===== src/hdl/octal_escape_line_encoder_unit_macros.svh =====
// ----------------------------------------------------------------------------
// Assertion macros for the octal escape line encoder
// Shared forms of clocked implication checks with asynchronous reset.
// ----------------------------------------------------------------------------
`ifndef OCTAL_ESCAPE_LINE_ENCODER_UNIT_MACROS_SVH
`define OCTAL_ESCAPE_LINE_ENCODER_UNIT_MACROS_SVH

// Same-cycle implication, checked outside reset.
`define OELE_ASSERT_SAME(label, clk, rst_n, ante, cons) \
    label: assert property (@(posedge clk) disable iff (!rst_n) (ante) |-> (cons)) \
        else $error("oele same-cycle check failed");

// Next-cycle implication, checked outside reset.
`define OELE_ASSERT_NEXT(label, clk, rst_n, ante, cons) \
    label: assert property (@(posedge clk) disable iff (!rst_n) (ante) |=> (cons)) \
        else $error("oele next-cycle check failed");

`endif


===== src/hdl/oele_pkg.sv =====
// ----------------------------------------------------------------------------
// oele_pkg
// Shared constants, command type and classification helper.
// ----------------------------------------------------------------------------
`default_nettype none

package oele_pkg;

    localparam int DATA_W      = 8;
    localparam int COL_W       = 9;
    localparam int LIMIT_W     = 8;
    localparam int STEP_W      = 3;
    localparam int QUEUE_DEPTH = 2;
    localparam int QPTR_W      = (QUEUE_DEPTH > 1) ? $clog2(QUEUE_DEPTH) : 1;
    localparam int QCNT_W      = $clog2(QUEUE_DEPTH + 1);
    localparam int APB_ADDR_W  = 3;
    localparam int APB_DATA_W  = 32;

    localparam logic [LIMIT_W-1:0] LIMIT_RESET = 8'd70;

    localparam logic [DATA_W-1:0] ESC_CHAR   = 8'h3D;
    localparam logic [DATA_W-1:0] NL_CHAR    = 8'h0A;
    localparam logic [DATA_W-1:0] DIGIT_BASE = 8'h30;
    localparam logic [DATA_W-1:0] BACKSLASH  = 8'h5C;
    localparam logic [DATA_W-1:0] PRINT_LO   = 8'h21;
    localparam logic [DATA_W-1:0] PRINT_HI   = 8'h7E;

    // Register index (byte address divided by four)
    localparam logic [0:0] REG_LINE_LIMIT = 1'b0;

    // Character positions within one request's output run
    localparam logic [STEP_W-1:0] STEP_FIRST = 3'd0;
    localparam logic [STEP_W-1:0] STEP_DIG_HI = 3'd1;
    localparam logic [STEP_W-1:0] STEP_DIG_MID = 3'd2;
    localparam logic [STEP_W-1:0] STEP_DIG_LO = 3'd3;
    localparam logic [STEP_W-1:0] STEP_ESC_NL = 3'd4;

    typedef struct packed {
        logic [DATA_W-1:0] data_byte;
        logic              escape;
        logic              wrap;
        logic              nul;
    } oele_cmd_t;

    function automatic logic needs_escape(input logic [DATA_W-1:0] b);
        logic res;
        res = (b == BACKSLASH) || (b == ESC_CHAR) || (b < PRINT_LO) || (b > PRINT_HI);
        return res;
    endfunction

endpackage

`default_nettype wire


===== src/hdl/oele_in_if.sv =====
// ----------------------------------------------------------------------------
// oele_in_if
// Input channel: one text byte per request.
// ----------------------------------------------------------------------------
`default_nettype none

interface oele_in_if;
    logic                         valid;
    logic                         ready;
    logic [oele_pkg::DATA_W-1:0]  data_byte;

    modport source (output valid, output data_byte, input ready);
    modport sink   (input valid, input data_byte, output ready);
endinterface

`default_nettype wire


===== src/hdl/oele_out_if.sv =====
// ----------------------------------------------------------------------------
// oele_out_if
// Output channel: one encoded character per request.
// ----------------------------------------------------------------------------
`default_nettype none

interface oele_out_if;
    logic                         valid;
    logic                         ready;
    logic [oele_pkg::DATA_W-1:0]  out_char;
    logic                         last_of_run;
    logic                         record_end;

    modport source (output valid, output out_char, output last_of_run,
                    output record_end, input ready);
    modport sink   (input valid, input out_char, input last_of_run,
                    input record_end, output ready);
endinterface

`default_nettype wire


===== src/hdl/oele_front.sv =====
// ----------------------------------------------------------------------------
// oele_front
// Accept bytes, classify them and track the line column.
// ----------------------------------------------------------------------------
`default_nettype none

`include "octal_escape_line_encoder_unit_macros.svh"

module oele_front (
    input  wire logic                          clk,
    input  wire logic                          rst_n,
    oele_in_if.sink                            in_ch,
    input  wire logic [oele_pkg::LIMIT_W-1:0]  line_limit,
    output      logic                          push_valid,
    input  wire logic                          push_ready,
    output      oele_pkg::oele_cmd_t           push_cmd
);

    logic [oele_pkg::COL_W-1:0] col_reg;
    logic [oele_pkg::COL_W-1:0] col_next;
    logic [oele_pkg::COL_W-1:0] col_sum;
    logic                       esc;
    logic                       nul;
    logic                       wrap;
    logic                       accept;

    assign esc    = oele_pkg::needs_escape(in_ch.data_byte);
    assign nul    = (in_ch.data_byte == '0);
    assign col_sum = col_reg + (esc ? oele_pkg::COL_W'(4) : oele_pkg::COL_W'(1));
    assign wrap   = (col_sum >= {1'b0, line_limit}) || nul;

    assign in_ch.ready = push_ready;
    assign push_valid  = in_ch.valid;
    assign accept      = in_ch.valid && push_ready;

    always_comb
    begin
        push_cmd.data_byte = in_ch.data_byte;
        push_cmd.escape    = esc;
        push_cmd.wrap      = wrap;
        push_cmd.nul       = nul;
    end

    always_comb
    begin
        col_next = col_reg;
        if (accept)
        begin
            col_next = wrap ? '0 : col_sum;
        end
    end

    always_ff @(posedge clk or negedge rst_n)
    begin
        if (!rst_n)
        begin
            col_reg <= '0;
        end
        else
        begin
            col_reg <= col_next;
        end
    end

    // Without a wrap the column stays below a limit of at most 255
    `OELE_ASSERT_SAME(a_col_bound, clk, rst_n, 1'b1, col_reg <= oele_pkg::COL_W'(254))

endmodule

`default_nettype wire


===== src/hdl/oele_queue.sv =====
// ----------------------------------------------------------------------------
// oele_queue
// Short command queue between the front and back parts.
// ----------------------------------------------------------------------------
`default_nettype none

`include "octal_escape_line_encoder_unit_macros.svh"

module oele_queue (
    input  wire logic                 clk,
    input  wire logic                 rst_n,
    input  wire logic                 push_valid,
    output      logic                 push_ready,
    input  wire oele_pkg::oele_cmd_t  push_cmd,
    input  wire logic                 pop,
    output      logic                 head_valid,
    output      oele_pkg::oele_cmd_t  head_cmd
);

    oele_pkg::oele_cmd_t               slot_reg [oele_pkg::QUEUE_DEPTH];
    logic [oele_pkg::QPTR_W-1:0]       wr_ptr_reg;
    logic [oele_pkg::QPTR_W-1:0]       wr_ptr_next;
    logic [oele_pkg::QPTR_W-1:0]       rd_ptr_reg;
    logic [oele_pkg::QPTR_W-1:0]       rd_ptr_next;
    logic [oele_pkg::QCNT_W-1:0]       count_reg;
    logic [oele_pkg::QCNT_W-1:0]       count_next;
    logic                              push;
    logic                              do_pop;

    localparam logic [oele_pkg::QPTR_W-1:0] PTR_LAST = oele_pkg::QPTR_W'(oele_pkg::QUEUE_DEPTH - 1);
    localparam logic [oele_pkg::QCNT_W-1:0] CNT_FULL = oele_pkg::QCNT_W'(oele_pkg::QUEUE_DEPTH);

    assign push_ready = (count_reg != CNT_FULL);
    assign head_valid = (count_reg != '0);
    assign head_cmd   = slot_reg[rd_ptr_reg];
    assign push       = push_valid && push_ready;
    assign do_pop     = pop && head_valid;

    always_comb
    begin
        wr_ptr_next = wr_ptr_reg;
        rd_ptr_next = rd_ptr_reg;
        count_next  = count_reg;
        if (push)
        begin
            wr_ptr_next = (wr_ptr_reg == PTR_LAST) ? '0 : wr_ptr_reg + 1'b1;
        end
        if (do_pop)
        begin
            rd_ptr_next = (rd_ptr_reg == PTR_LAST) ? '0 : rd_ptr_reg + 1'b1;
        end
        if (push && !do_pop)
        begin
            count_next = count_reg + 1'b1;
        end
        else if (do_pop && !push)
        begin
            count_next = count_reg - 1'b1;
        end
    end

    always_ff @(posedge clk or negedge rst_n)
    begin
        if (!rst_n)
        begin
            wr_ptr_reg <= '0;
            rd_ptr_reg <= '0;
            count_reg  <= '0;
        end
        else
        begin
            wr_ptr_reg <= wr_ptr_next;
            rd_ptr_reg <= rd_ptr_next;
            count_reg  <= count_next;
        end
    end

    always_ff @(posedge clk)
    begin
        if (push)
        begin
            slot_reg[wr_ptr_reg] <= push_cmd;
        end
    end

    `OELE_ASSERT_SAME(a_count_bound, clk, rst_n, 1'b1, count_reg <= CNT_FULL)

endmodule

`default_nettype wire


===== src/hdl/oele_back.sv =====
// ----------------------------------------------------------------------------
// oele_back
// Expand each queued command into characters, one per cycle unless stalled.
// ----------------------------------------------------------------------------
`default_nettype none

`include "octal_escape_line_encoder_unit_macros.svh"

module oele_back (
    input  wire logic                 clk,
    input  wire logic                 rst_n,
    input  wire logic                 head_valid,
    input  wire oele_pkg::oele_cmd_t  head_cmd,
    output      logic                 pop,
    oele_out_if.source                out_ch
);

    logic [oele_pkg::STEP_W-1:0] step_reg;
    logic [oele_pkg::STEP_W-1:0] step_next;
    logic [oele_pkg::STEP_W-1:0] last_step;
    logic                        is_last;
    logic                        load;
    logic [oele_pkg::DATA_W-1:0] char_sel;
    logic                        out_valid_reg;
    logic                        out_valid_next;
    logic [oele_pkg::DATA_W-1:0] out_char_reg;
    logic                        last_of_run_reg;
    logic                        record_end_reg;

    assign load = head_valid && (!out_valid_reg || out_ch.ready);

    always_comb
    begin
        if (head_cmd.escape)
        begin
            last_step = head_cmd.wrap ? oele_pkg::STEP_ESC_NL : oele_pkg::STEP_DIG_LO;
        end
        else
        begin
            last_step = head_cmd.wrap ? oele_pkg::STEP_DIG_HI : oele_pkg::STEP_FIRST;
        end
    end

    assign is_last = (step_reg == last_step);
    assign pop     = load && is_last;

    always_comb
    begin
        char_sel = oele_pkg::NL_CHAR;
        unique case (step_reg)
            oele_pkg::STEP_FIRST:
            begin
                char_sel = head_cmd.escape ? oele_pkg::ESC_CHAR : head_cmd.data_byte;
            end
            oele_pkg::STEP_DIG_HI:
            begin
                if (head_cmd.escape)
                begin
                    char_sel = oele_pkg::DIGIT_BASE | {6'd0, head_cmd.data_byte[7:6]};
                end
            end
            oele_pkg::STEP_DIG_MID:
            begin
                char_sel = oele_pkg::DIGIT_BASE | {5'd0, head_cmd.data_byte[5:3]};
            end
            oele_pkg::STEP_DIG_LO:
            begin
                char_sel = oele_pkg::DIGIT_BASE | {5'd0, head_cmd.data_byte[2:0]};
            end
            default:
            begin
                char_sel = oele_pkg::NL_CHAR;
            end
        endcase
    end

    always_comb
    begin
        step_next = step_reg;
        if (load)
        begin
            step_next = is_last ? oele_pkg::STEP_FIRST : step_reg + 1'b1;
        end
        if (load)
        begin
            out_valid_next = 1'b1;
        end
        else if (out_ch.ready)
        begin
            out_valid_next = 1'b0;
        end
        else
        begin
            out_valid_next = out_valid_reg;
        end
    end

    always_ff @(posedge clk or negedge rst_n)
    begin
        if (!rst_n)
        begin
            step_reg      <= oele_pkg::STEP_FIRST;
            out_valid_reg <= 1'b0;
        end
        else
        begin
            step_reg      <= step_next;
            out_valid_reg <= out_valid_next;
        end
    end

    always_ff @(posedge clk)
    begin
        if (load)
        begin
            out_char_reg    <= char_sel;
            last_of_run_reg <= is_last;
            record_end_reg  <= is_last && head_cmd.nul;
        end
    end

    assign out_ch.valid       = out_valid_reg;
    assign out_ch.out_char    = out_char_reg;
    assign out_ch.last_of_run = last_of_run_reg;
    assign out_ch.record_end  = record_end_reg;

    // Mid-run the command stays at the queue head and the step stays in range
    `OELE_ASSERT_SAME(a_head_held, clk, rst_n, step_reg != oele_pkg::STEP_FIRST,
                      head_valid && (step_reg <= last_step))
    // A record end is always the closing newline of its run
    `OELE_ASSERT_SAME(a_rec_end_nl, clk, rst_n, out_valid_reg && record_end_reg,
                      last_of_run_reg && (out_char_reg == oele_pkg::NL_CHAR))
    // Releasing a command restarts the character sequence
    `OELE_ASSERT_NEXT(a_pop_restart, clk, rst_n, pop, step_reg == oele_pkg::STEP_FIRST)

endmodule

`default_nettype wire


===== src/hdl/octal_escape_line_encoder_unit.sv =====
// ----------------------------------------------------------------------------
// octal_escape_line_encoder_unit
// Octal escape encoder with line wrap: text bytes in, encoded characters out.
// ----------------------------------------------------------------------------
//
//   Channel   Kind        Carries
//   -------   ---------   ------------------------------------------------
//   in_ch     valid/ready data_byte, one text byte per request
//   out_ch    valid/ready out_char, last_of_run, record_end per request
//   APB       write/read  line_limit at byte address 0
//
// A byte yields 1 (plain byte), 2 (plain byte and newline), 4 (escape)
// or 5 (escape and newline) characters; the single output register of
// the back part emits one character per cycle unless out_ch stalls.
// The front part takes a new byte every cycle while the two-entry command
// queue has room, so bytes are accepted while earlier ones are still emitted.
// Reset (rst_n, asynchronous, active low) clears the column count, the queue,
// the output stage and restores line_limit to 70; no clearing pass is needed.
// An output stall fills the queue and then holds in_ch.ready low.
//
`default_nettype none

module octal_escape_line_encoder_unit (
    input  wire logic                             clk,
    input  wire logic                             rst_n,
    oele_in_if.sink                               in_ch,
    oele_out_if.source                            out_ch,
    input  wire logic                             psel,
    input  wire logic                             penable,
    input  wire logic                             pwrite,
    input  wire logic [oele_pkg::APB_ADDR_W-1:0]  paddr,
    input  wire logic [oele_pkg::APB_DATA_W-1:0]  pwdata,
    output      logic [oele_pkg::APB_DATA_W-1:0]  prdata,
    output      logic                             pready
);

    logic [oele_pkg::LIMIT_W-1:0] line_limit_reg;
    logic [oele_pkg::LIMIT_W-1:0] line_limit_next;
    logic                         cfg_write;
    logic                         push_valid;
    logic                         push_ready;
    oele_pkg::oele_cmd_t          push_cmd;
    logic                         pop;
    logic                         head_valid;
    oele_pkg::oele_cmd_t          head_cmd;

    // Configuration: zero-wait APB, register index taken from the word address
    assign pready    = 1'b1;
    assign cfg_write = psel && penable && pwrite && pready;

    always_comb
    begin
        line_limit_next = line_limit_reg;
        // drop writes to addresses beyond the register list
        if (cfg_write && (paddr[2] == oele_pkg::REG_LINE_LIMIT))
        begin
            line_limit_next = pwdata[oele_pkg::LIMIT_W-1:0];
        end
    end

    always_ff @(posedge clk or negedge rst_n)
    begin
        if (!rst_n)
        begin
            line_limit_reg <= oele_pkg::LIMIT_RESET;
        end
        else
        begin
            line_limit_reg <= line_limit_next;
        end
    end

    always_comb
    begin
        prdata = '0;
        if (paddr[2] == oele_pkg::REG_LINE_LIMIT)
        begin
            prdata = {{(oele_pkg::APB_DATA_W - oele_pkg::LIMIT_W){1'b0}}, line_limit_reg};
        end
    end

    // Front: classify each byte, advance the column and decide the wrap
    oele_front u_front (
        .clk        (clk),
        .rst_n      (rst_n),
        .in_ch      (in_ch),
        .line_limit (line_limit_reg),
        .push_valid (push_valid),
        .push_ready (push_ready),
        .push_cmd   (push_cmd)
    );

    // Queue: hold classified commands so front and back stall independently
    oele_queue u_queue (
        .clk        (clk),
        .rst_n      (rst_n),
        .push_valid (push_valid),
        .push_ready (push_ready),
        .push_cmd   (push_cmd),
        .pop        (pop),
        .head_valid (head_valid),
        .head_cmd   (head_cmd)
    );

    // Back: expand the head command into characters through the output register
    oele_back u_back (
        .clk        (clk),
        .rst_n      (rst_n),
        .head_valid (head_valid),
        .head_cmd   (head_cmd),
        .pop        (pop),
        .out_ch     (out_ch)
    );

endmodule

`default_nettype wire


===== src/flat_wrapper.sv =====
// flat-port wrapper written by rule: the top's interface ports become plain ports
module octal_escape_line_encoder_unit_flat 
  (clk, rst_n, psel, penable, pwrite, paddr, pwdata, prdata, pready, in_ch_valid, in_ch_data_byte, in_ch_ready, out_ch_valid, out_ch_out_char, out_ch_last_of_run, out_ch_record_end, out_ch_ready);
  oele_in_if in_ch_i ();
  oele_out_if out_ch_i ();
  input  wire logic clk;
  input  wire logic rst_n;
  input  wire logic psel;
  input  wire logic penable;
  input  wire logic pwrite;
  input  wire logic [oele_pkg::APB_ADDR_W-1:0] paddr;
  input  wire logic [oele_pkg::APB_DATA_W-1:0] pwdata;
  output      logic [oele_pkg::APB_DATA_W-1:0] prdata;
  output      logic pready;
  input wire logic [$bits(in_ch_i.valid)-1:0] in_ch_valid;
  input wire logic [$bits(in_ch_i.data_byte)-1:0] in_ch_data_byte;
  output wire logic [$bits(in_ch_i.ready)-1:0] in_ch_ready;
  output wire logic [$bits(out_ch_i.valid)-1:0] out_ch_valid;
  output wire logic [$bits(out_ch_i.out_char)-1:0] out_ch_out_char;
  output wire logic [$bits(out_ch_i.last_of_run)-1:0] out_ch_last_of_run;
  output wire logic [$bits(out_ch_i.record_end)-1:0] out_ch_record_end;
  input wire logic [$bits(out_ch_i.ready)-1:0] out_ch_ready;
  assign in_ch_i.valid = in_ch_valid;
  assign in_ch_i.data_byte = in_ch_data_byte;
  assign in_ch_ready = in_ch_i.ready;
  assign out_ch_valid = out_ch_i.valid;
  assign out_ch_out_char = out_ch_i.out_char;
  assign out_ch_last_of_run = out_ch_i.last_of_run;
  assign out_ch_record_end = out_ch_i.record_end;
  assign out_ch_i.ready = out_ch_ready;
  octal_escape_line_encoder_unit u_core (.clk(clk), .rst_n(rst_n), .in_ch(in_ch_i), .out_ch(out_ch_i), .psel(psel), .penable(penable), .pwrite(pwrite), .paddr(paddr), .pwdata(pwdata), .prdata(prdata), .pready(pready));
endmodule

===== config.mk =====
export PLATFORM = sky130hd
export DESIGN_NAME = octal_escape_line_encoder_unit_flat
export DESIGN_NICKNAME = d
export VERILOG_FILES = /design/src/hdl/oele_pkg.sv /design/src/hdl/oele_in_if.sv /design/src/hdl/oele_out_if.sv /design/src/hdl/oele_front.sv /design/src/hdl/oele_queue.sv /design/src/hdl/oele_back.sv /design/src/hdl/octal_escape_line_encoder_unit.sv /design/src/flat_wrapper.sv
export VERILOG_INCLUDE_DIRS = /design/src /design/src/hdl
export SDC_FILE = /design/constraint.sdc
export NUM_CORES = 1
export LEC_CHECK = 0
export BUFFER_PORTS_ARGS = -buffer_cell sky130_fd_sc_hd__buf_2
export CORE_UTILIZATION = 51
export CTS_CLUSTER_SIZE = 14
export DETAILED_ROUTE_END_ITERATION = 16
export PLACE_DENSITY = 0.91
export SYNTH_ARGS = -nofsm -noshare
export SYNTH_HDL_FRONTEND = slang
export SYNTH_SLANG_ARGS = --single-unit

===== constraint.sdc =====
create_clock -name clk -period 3.23 [get_ports clk]
set_clock_uncertainty 0.15 [all_clocks]
set_input_delay 0.1615 -clock clk [delete_from_list [all_inputs] [get_ports clk]]
set_output_delay 0.1615 -clock clk [all_outputs]
set_load 0.03 [all_outputs]

# Word level (Yosys, flattened, before mapping)
# Memory sizes are Yosys's and may differ from the RTL's.
# Cells that the tools add are included.
[classes]
div_mod_pow = 0
n_reduce_logical = 23
multipliers = 0
n_bitwise = 1
n_addsub = 6
mux = 18
n_lt_le_gt_ge = 3
n_shift = 0
eq_ne = 7
[ops]
columns = ["operator", "count"]
rows = [
  ["$pmux W8 S4", 1],
  ["$mux W8", 2],
  ["$mux W3", 4],
  ["$logic_and A1 B1 Y1", 10],
  ["$add A9 B3 Y9", 1],
  ["$ge A9 B8 Y1", 1],
  ["$mux W9", 1],
  ["$eq A8 B6 Y1 const B", 1],
  ["$eq A8 B7 Y1 const B", 1],
  ["$gt A8 B7 Y1 const B", 1],
  ["$logic_not A8 Y1", 1],
  ["$lt A8 B6 Y1 const B", 1],
  ["$mux W1", 7],
  ["$eq A3 B2 Y1 const B", 2],
  ["$mux W6", 1],
  ["$reduce_bool A2 Y1", 3],
  ["$logic_or A1 B1 Y1", 5],
  ["$mux W2", 2],
  ["$add A3 B1 Y3 const B", 1],
  ["$eq A3 B1 Y1 const B", 1],
  ["$eq A3 B3 Y1", 1],
  ["$logic_not A1 Y1", 3],
  ["$logic_not A3 Y1", 1],
  ["$add A1 B1 Y1 const B", 2],
  ["4 further kinds", 4],
]
[totals]
latch_bits = 0
ff_bits = 35
mem_bits_rw = 22
mem_bits_ro = 0
wordCells = 69
input_bits = 50
memories = 1
[memory_table]
columns = ["name", "words", "width", "rd", "rd_ports_with_merged_regs", "wr", "line_no", "rtl"]
rows = [
  ["u_core.u_queue.slot_reg", 2, 11, 1, 0, 1, "oele_queue.sv:20", "oele_pkg::oele_cmd_t slot_reg [oele_pkg::QUEUE_DEPTH];"],
]

# Depth between registers and ports, before layout
# Gate-level depths: netlist of run 1.
[depth]
word_depth = 9
mapped_depth = 17
depth_no_buf = 16

# By module
# Synthesis of run 1 repeated with hierarchy kept, for this count alone.
[hier_totals]
cells_unflattened = 292
hier_area_um2 = 3363.2
[modules_own_cells]
columns = ["module", "seq_area_each_um2", "area_per_inst_um2", "cells_per_inst", "instances"]
rows = [
  ["oele_queue", 760.7, 1003.5, 52, 1],
  ["oele_front", 225.2, 943.4, 115, 1],
  ["oele_back", 400.4, 833.3, 73, 1],
  ["octal_escape_line_encoder_unit", 203.9, 583.1, 52, 1],
]

# Worst setup path before layout of run 1
# No wires, ideal clock.
[synth_path]
kind = "in2reg"
startpoint = "input in_ch_data_byte[6]"
endpoint = "register u_core.u_front.col_reg[0] (netlist bit)"
n_path_buf = 1
t_arrival_ps = 3041
setup_ps = 90
setup_slack_ps = -51
cell_stages = 16
t_required_ps = 2990
cell_sequence = "nor2_1 a221oi_1 a21oi_1 nand4_1 nand2_1 ha_1 a31oi_1 nor2_1 xor2_1 ha_1 a211oi_1 nor2_1 or3_4 or2_1 buf_6 o31ai_4"
[synth_via]
elab_chain_cells = 9
elab_cells_between_ends = 13
cone_classes = "1 x add/sub; 3 x order compare; 2 x eq/ne; 2 x mux; 5 x reduce/logical"
[synth_lines]
columns = ["item", "line_no", "rtl"]
rows = [
  ["from (decl)", "flat_wrapper.sv:16", "input wire logic [$bits(in_ch_i.data_byte)-1:0] in_ch_data_byte;"],
  ["parallel branches: the longest is 3 deep, another holds $lt A8 B6 Y1", "-", ""],
  ["$logic_or A1 B1 Y1 (*)", "oele_pkg.sv:47", "res = (b == BACKSLASH) || (b == ESC_CHAR) || (b < PRINT_LO) || (b > PRINT_HI);"],
  ["named net u_core.u_front.esc", "oele_front.sv:22", "logic esc;"],
  ["$mux W3 (*)", "oele_front.sv:29", "assign col_sum = col_reg + (esc ? oele_pkg::COL_W'(4) : oele_pkg::COL_W'(1));"],
  ["$add A9 B3 Y9 (*)", "oele_front.sv:29", ""],
  ["$ge A9 B8 Y1 (*)", "oele_front.sv:30", "assign wrap = (col_sum >= {1'b0, line_limit}) || nul;"],
  ["$logic_or A1 B1 Y1 (*)", "oele_front.sv:30", ""],
  ["named net u_core.u_front.wrap", "oele_front.sv:24", "logic wrap;"],
  ["$mux W9 (*)", "oele_front.sv:49", "col_next = wrap ? '0 : col_sum;"],
  ["to (signal assigned)", "oele_front.sv:61", "col_reg <= col_next;"],
  ["to (decl)", "oele_front.sv:19", "logic [oele_pkg::COL_W-1:0] col_reg;"],
]
# Mark *: on every way through the listed nets, which the timed path passes.
# A chain may end at the register's enable or synchronous reset.

# Worst setup path in the final report of run 1
[layout_path]
startpoint = "input in_ch_data_byte[6]"
endpoint = "register u_core.u_front.col_reg[0] (netlist bit)"
[layout_via]
elab_chain_cells = 9
elab_cells_between_ends = 13
cone_classes = "1 x add/sub; 3 x order compare; 2 x eq/ne; 2 x mux; 5 x reduce/logical"
[layout_lines]
columns = ["item", "line_no"]
rows = [
  ["parallel branches: the longest is 3 deep, another holds $lt A8 B6 Y1", "-"],
  ["$logic_or A1 B1 Y1 (*)", "oele_pkg.sv:47"],
  ["named net u_core.u_front.esc", "oele_front.sv:22"],
  ["$mux W3 (*)", "oele_front.sv:29"],
  ["$add A9 B3 Y9 (*)", "oele_front.sv:29"],
  ["$ge A9 B8 Y1", "oele_front.sv:30"],
  ["$logic_or A1 B1 Y1", "oele_front.sv:30"],
  ["$mux W9 (*)", "oele_front.sv:49"],
]
# Marks and branches as above.

==> flow_metrics.py, run 1 <==
metrics = {
    "status": {
        "outcome": "finished clean",
    },
    "power": {
        "power_density_nw_per_um2": 892,
        "leakage_nw": 1.73,
        "ir_drop_mv": 0.552,
    },
    "clocking": {
        "clock_path_buffers": 2,
        "cts_num_sinks": 57,
        "h-tree-depth": 3,
        "postCtsSetupBuffers": 0,
        "clkSlewWorstSetupHoldPaths_ps": 70,
        "root_buffer": "clkbuf_8",
        "clock_latency_ps": 330,
        "cts_made_buffers": 9,
        "cts_tree": "built",
    },
    "timing": {
        "final.setup.tns_ps": 0,
        "max_freq_ghz": 0.319,
        "setup_ws_ps": 99.8,
        "fin_crit_sh_pct": 96.9,
        "worst_slew_pin_slew_ps": 565,
        "period_needed_ps": 3130,
        "hold_violations": 0,
        "drv_slew": 0,
        "holdWs_ps": 42.7,
        "max-slew-margin-rel_pct": 62.3,
        "finalSetupViolCount": 0,
    },
    "logic_synthesis": {
        "synth_seq_cells": 57,
        "synth_edf_count": 32,
        "syn-mean-instance-area_um2": 11.2,
        "synth-simple-area-share_pct": 12.4,
        "synth_cell_types": 50,
        "muxShareOfSynthArea_pct": 6.36,
        "synth_compound_area_share_pct": 8.32,
        "synth_adder_area_share_pct": 7.75,
        "synth_area_um2": 3070,
        "synth_top_flop_cell": "edfxtp_1",
        "ys_seq_area_share_pct": 51.8,
        "synth_cells": 274,
        "synth_area_leaders": "edfxtp_1, dfrtp_1, ha_1, buf_4, mux2_2",
        "synth_top_cell_by_area": "edfxtp_1",
        "yosys_warnings": 0,
        "post_synth_most_frequent_cells": "edfxtp_1, buf_4, nand2_1, nor2_1, dfrtp_1",
        "synth_top_cell_area_share_pct": 31.3,
        "synth_top_family_by_area": "simple AND/OR/NAND/NOR gates",
        "synth_xor_area_share_pct": 4.00,
        "synth.most_common_cell": "edfxtp_1",
        "ys_async_sr_fraction_pct": 43.9,
    },
    "die": {
        "die-area_um2": 6330,
        "initial_core_util_pct": 54.4,
        "die_h_um": 79.6,
        "rows": 27,
        "core_um2": 5640,
        "io_pins": 95,
        "die_w_um": 79.6,
    },
    "route": {
        "routed_wirelength_mm": 6.61,
        "drc_errors": 0,
        "first_pass_iters": 4,
        "vias": 2300,
        "wl_per_cell_um": 15.3,
        "ant_nets": 0,
        "drtIter0Drc": 108,
        "vias_per_cell": 5.31,
    },
    "critical_path": {
        "slowest_stage": "or3_4",
        "crit_chain": "clkbuf_4 -> nor2_4 -> a221oi_2 -> a21oi_1 -> nand4_1 -> nand2_1 -> ha_4 -> buf_4 -> a21oi_4 -> nor2_2 -> xor2_1 -> ha_1 -> o21ai_1 -> nor2_1 -> or3_4 -> or2_4 -> o31ai_4",
        "reg2reg_from": "u_core.u_front.col_reg[0]",
        "worstSetupStartpoint": "in_ch_data_byte[6]",
        "critPathRequiredTime_ps": 3320,
        "r2r-end": "u_core.u_front.col_reg[0]",
        "crit_type": "in -> reg",
        "endpoint_kind": "flip-flop",
        "crit_buf_inv": 2,
        "setup.worst_path.start_class": "input pin",
        "cp_top_family": "simple AND/OR/NAND/NOR gates",
        "cp.arrival_ps": 3220,
        "cp_max_fo": 9,
        "reg2reg_slack_ps": 300,
        "worst_path_largest_cell_delay_ps": 330,
        "r2r.worst_path.cells": 11,
    },
    "cells_and_area": {
        "largest_register_ffs": 22,
        "nFillCells": 389,
        "syn_to_final_growth_pct": 25.2,
        "antennaDiodeCount": 0,
        "drive_gt1_share_pct": 30.7,
        "finalNonFillerCells": 433,
        "nets": 425,
    },
    "placed_design": {
        "gp_congestion": 0.864,
        "port_buffers": 43,
        "place_inst": 402,
        "dpl.hpwl_mm": 4.28,
        "dpl_worst_slack_ps": -426,
    },
    "global_routing": {
        "grt_max_degree": 26,
        "track_usage_pct": 22.8,
        "grt_pass1_vias": 2317,
        "antenna_found_initial": 0,
        "grt_overflow": 0,
        "grt_pass1_wl_mm": 10.7,
    },
    "worst_hold_path": {
        "min_from": "in_ch_data_byte[1]",
        "hold_path.class": "in -> reg",
        "min_path_cells": 2,
        "hold_end": "u_core.u_queue.slot_reg[1][4]",
    },
    "job": {
        "maxCapViolations": 0,
    },
}
-- metal layers --
layer / GRT usage, % / share of wire [%] / wire [um]
met1: 22.8 / 37 / 2460
met2: 42.4 / 53 / 3530
met3: 7.89 / 6.0 / 395
met4: 9.45 / 3.4 / 223
met5: 0 / 0 / 0
-- where the power goes --
part	internal, mW	total (mW)	switching (mW)	leakage (nW)
combinational	0.612	1.52	0.909	1.03
clock	0.394	0.675	0.281	0.0990
sequential	1.07	1.23	0.159	0.609
total	2.08	3.43	1.35	1.73
-- per-stage QoR --
stage / utilization (%) / instance area (um^2) / power (mW)
after floorplan: - / 3170 / 2.28
after global placement: 60.4 / 3410 / 2.56
after global routing: 68.1 / 3840 / 3.65
after CTS: 66.8 / 3770 / 3.36
after detailed placement: 60.4 / 3410 / 2.65
final: 68.1 / 3840 / 3.43
-- worst max path at each step --
stage	to	slack (ps)	cells past startpoint
after floorplan	u_core.u_front.col_reg[0]	20	16
after global placement	u_core.u_front.col_reg[0]	-180	17
after detailed placement	u_core.u_front.col_reg[0]	-430	17
after CTS	u_core.u_front.col_reg[6]	70	18
after global routing	u_core.u_front.col_reg[0]	-30	17
final	u_core.u_front.col_reg[0]	100	17
-- layout make-up --
class                      count  area [um^2]  share of cell area (%)
timing repair buffer          78          518                    13.5
multi-input combinational    193         1380                    35.8
sequential                    57         1590                    41.4
tap                           72         90.1                    2.34
inverter                      17         63.8                    1.66
clock buffer                  11          151                    3.94
clock inverter                 5         53.8                    1.40
-- cell families (layout without fill, tap and decap cells) --
logic type,count (synthesis),after routing
AOI/OAI and AO/OA,38,38
xor gates and xnor gates,14,14
adders and majority gates,19,19
buffers and inverters,47,111
DFF,57,57
muxes,18,18
other,2,25
and+or+nand+nor,79,79
-- cell usage in the layout (no fill, tap or decap), types with 2 or more instances in the layout --
master	n
dfrtp_1	22
mux2i_1	6
edfxtp_1	32
xor2_1	8
nand2b_1	4
inv_1	16
xnor2_1	6
clkinvlp_4	2
buf_2	42
and2_1	2
clkbuf_8	11
nand2_1	25
dlygate4sd3_1	15
o21ai_1	6
mux2_2	12
or3_1	3
buf_4	20
conb_1	25
ha_1	16
nor3_1	3
clkinv_1	2
ha_2	2
o31ai_1	2
a21oi_1	6
dfstp_2	3
o21ai_0	7
nor2_1	23
nand3_1	2
nor2b_1	3
-- what timing repair did --
item | in CTS | in global routing
resized for setup | 2 | 15
pin swaps | 0 | 3
endpoints found under the hold margin | 41 | 0
hold buffers | 15 | 0
setup endpoints to repair | 5 | 10
No activity file was read; power rests on OpenSTA's default activity.
==> run 2, diff against run 1 <==
--- a/config.mk
+++ b/config.mk
@@ -6,11 +6,12 @@
 export SDC_FILE = /design/constraint.sdc
 export NUM_CORES = 1
 export LEC_CHECK = 0
+export ABC_AREA = 1
 export BUFFER_PORTS_ARGS = -buffer_cell sky130_fd_sc_hd__buf_2
-export CORE_UTILIZATION = 51
+export CORE_UTILIZATION = 52
 export CTS_CLUSTER_SIZE = 14
 export DETAILED_ROUTE_END_ITERATION = 16
-export PLACE_DENSITY = 0.91
+export PLACE_DENSITY = 0.92
 export SYNTH_ARGS = -nofsm -noshare
 export SYNTH_HDL_FRONTEND = slang
 export SYNTH_SLANG_ARGS = --single-unit
==> run 2 against run 1 <==
Net effect:
- sequential share of layout area is 1.7 points higher
- critical path type unchanged
- largest cell class unchanged
- global-route usage fell by 1.2 points
- critical path depth rose by 6
- core utilization fell by 3.1 points
- total power is 7.2% lower
==> flow_metrics.py, run 2 <==
metrics = {
    "status": {
        "outcome": "finished clean",
    },
    "timing": {
        "period_needed_ps": 2850,
        "max-slew-margin-rel_pct": 59.5,
        "max_freq_ghz": 0.351,
        "finalSetupViolCount": 0,
        "worst_slew_pin_slew_ps": 607,
        "fin_crit_sh_pct": 88.2,
        "drv_slew": 0,
        "rsz0062_at_grt": "false",
        "hold_violations": 0,
    },
    "logic_synthesis": {
        "synth_cells": 350,
        "synth_area_um2": 3150,
        "synth_top_cell_by_area": "edfxtp_1",
        "synth_cell_types": 31,
        "syn-mean-instance-area_um2": 9.00,
        "synth_area_leaders": "edfxtp_1, dfrtp_1, nand2_1, ha_1, buf_4",
        "synth_top_flop_cell": "edfxtp_1",
        "ys_async_sr_fraction_pct": 43.9,
        "post_synth_most_frequent_cells": "nand2_1, inv_1, nor2_1",
        "synth.most_common_cell": "nand2_1",
        "ys_seq_area_share_pct": 50.5,
        "yosys_warnings": 0,
        "synth_seq_cells": 57,
        "synth_edf_count": 32,
        "synth_top_cell_area_share_pct": 30.5,
    },
    "worst_hold_path": {
        "hold_path.class": "in -> reg",
        "hold_end": "u_core.u_queue.slot_reg[1][2]",
        "min_from": "in_ch_data_byte[4]",
        "min_path_cells": 3,
    },
    "placed_design": {
        "place_inst": 462,
        "gp_congestion": 0.843,
        "port_buffers": 43,
        "dpl.hpwl_mm": 4.00,
    },
    "cells_and_area": {
        "largest_register_ffs": 22,
        "layout_common_cells": "nand2_1, inv_1, buf_2",
        "finalNonFillerCells": 496,
        "layout_commonest_cell": "nand2_1",
        "antennaDiodeCount": 0,
        "post-route-util_pct": 65.1,
        "nets": 488,
        "drive_gt1_share_pct": 17.7,
        "syn_to_final_growth_pct": 17.2,
    },
    "global_routing": {
        "grt_pass1_wl_mm": 10.4,
        "antenna_found_initial": 0,
        "grt_max_degree": 26,
        "grt_overflow": 0,
        "grt_pass1_vias": 2414,
        "track_usage_pct": 21.6,
    },
    "clocking": {
        "clock_latency_ps": 340,
        "root_buffer": "clkbuf_8",
        "h-tree-depth": 3,
        "clkSlewWorstSetupHoldPaths_ps": 60,
        "postCtsSetupBuffers": 0,
        "cts_made_buffers": 9,
        "cts_num_sinks": 57,
        "clock_path_buffers": 2,
        "cts_tree": "built",
    },
    "critical_path": {
        "r2r.worst_path.cells": 13,
        "cp_max_fo": 9,
        "cp.arrival_ps": 2790,
        "crit_type": "in -> reg",
        "reg2reg_slack_ps": 550,
        "r2r-end": "u_core.u_queue.count_reg[1]",
        "endpoint_kind": "flip-flop",
        "reg2reg_from": "u_core.u_queue.rd_ptr_reg",
        "setup.worst_path.start_class": "input pin",
        "critPathRequiredTime_ps": 3170,
    },
    "route": {
        "wl_per_cell_um": 12.8,
        "routed_wirelength_mm": 6.35,
        "vias": 2491,
        "first_pass_iters": 5,
        "vias_per_cell": 5.02,
        "drtIter0Drc": 192,
        "ant_nets": 0,
        "drc_errors": 0,
    },
    "die": {
        "initial_core_util_pct": 55.5,
        "io_pins": 95,
        "die-area_um2": 6370,
        "die_h_um": 79.8,
        "rows": 27,
        "core_um2": 5680,
        "die_w_um": 79.8,
    },
    "power": {
        "ir_drop_mv": 0.480,
        "power_density_nw_per_um2": 862,
        "leakage_nw": 1.89,
    },
    "job": {
        "maxCapViolations": 0,
    },
}
-- run 2: changes by cell type in the layout (fill, tap and decap cells not counted), sizes merged, moves of 5 or more --
cell	delta
inv	+33
nand2b	-5
a21oi	+8
nand2	+51
mux2	-12
nor2	+18
nand3	+17
buf	-16
-- run 2: metrics by stage --
stage                     setup TNS (ps)  power (mW)  instance area (um^2)  setup slack [ps]  hold slack [ps]
final                                  0        3.18                  3690               381              120
after global routing                   0        3.42                  3690              89.4              154
after CTS                              0        3.17                  3690               347              106
after detailed placement           -35.9        2.59                  3360             -18.0             34.6
after global placement                 0        2.51                  3360              92.8             30.3
after floorplan                        0        2.27                  3240               573             -284
-- run 2: worst max-delay path by stage --
stage	start	end	slack [ps]
final	in_ch_data_byte[6]	u_core.u_queue.slot_reg[1][1]	380
after global routing	in_ch_data_byte[6]	u_core.u_queue.slot_reg[1][1]	90
after CTS	in_ch_data_byte[6]	u_core.u_queue.slot_reg[1][1]	350
after detailed placement	in_ch_data_byte[6]	u_core.u_queue.slot_reg[0][1]	-20
after global placement	in_ch_data_byte[6]	u_core.u_queue.slot_reg[0][1]	90
after floorplan	in_ch_data_byte[6]	u_core.u_queue.slot_reg[0][1]	570
-- run 2: cells by family (layout without fill, tap and decap cells) --
family	after synthesis	count (layout)	synth area share, %
buffers and inverters	79	130	12.6
XOR/XNOR	9	9	2.50
AND/OR/NAND/NOR	145	145	19.1
other	2	25	0.238
AO/OA/AOI/OAI	36	36	6.60
adder cells (fa/ha/maj)	19	19	7.55
multiplexers	3	3	0.954
flip-flops	57	57	50.5
-- run 2: power breakdown --
| group | internal, mW | leakage [nW] | switching (mW) | total (mW) |
|---|---|---|---|---|
| combinational | 0.479 | 1.21 | 0.959 | 1.44 |
| sequential | 1.07 | 0.603 | 0.129 | 1.20 |
| clock | 0.269 | 0.0819 | 0.274 | 0.542 |
-- run 2: layout make-up --
type                       count  area, um^2
inverter                      50         188
multi-input combinational    237        1250
timing repair buffer          64         418
fill                         436        1980
clock inverter                 5        22.5
tap                           72        90.1
sequential                    57        1590
clock buffer                  11         131
-- run 2: repair_timing --
| action | CTS | global route |
|---|---|---|
| hold buffers | 18 | 0 |
| gates resized for setup | 0 | 1 |
| endpoints found under the hold margin | 47 | 0 |
| endpoints found under the setup margin | 0 | 2 |
-- run 2: per-layer routing --
metal	vias up	routed length, um	GRT usage [%]
li1	1215	-	-
met1	1126	2470	23.6
met2	126	3300	38.5
met3	24	376	4.46
met4	0	207	12.9
met5	-	0	0
-- run 2: worst max-delay path: stages --
cell and delay [ps]:
buf_2 130, inv_1 70, a21oi_1 140, o21ai_0 90
a31oi_1 240, inv_1 120, ha_1 360, nand3_1 110
nand2_1 140, nand2_1 90, nand2_1 80, inv_1 50
ha_1 310, inv_1 60, nor2_1 40, nand2_1 50
nand3_1 70, nand2_1 60, nand2_1 50, nand2_1 50
nand2_1 60, nand2_2 170, nand2_1 90
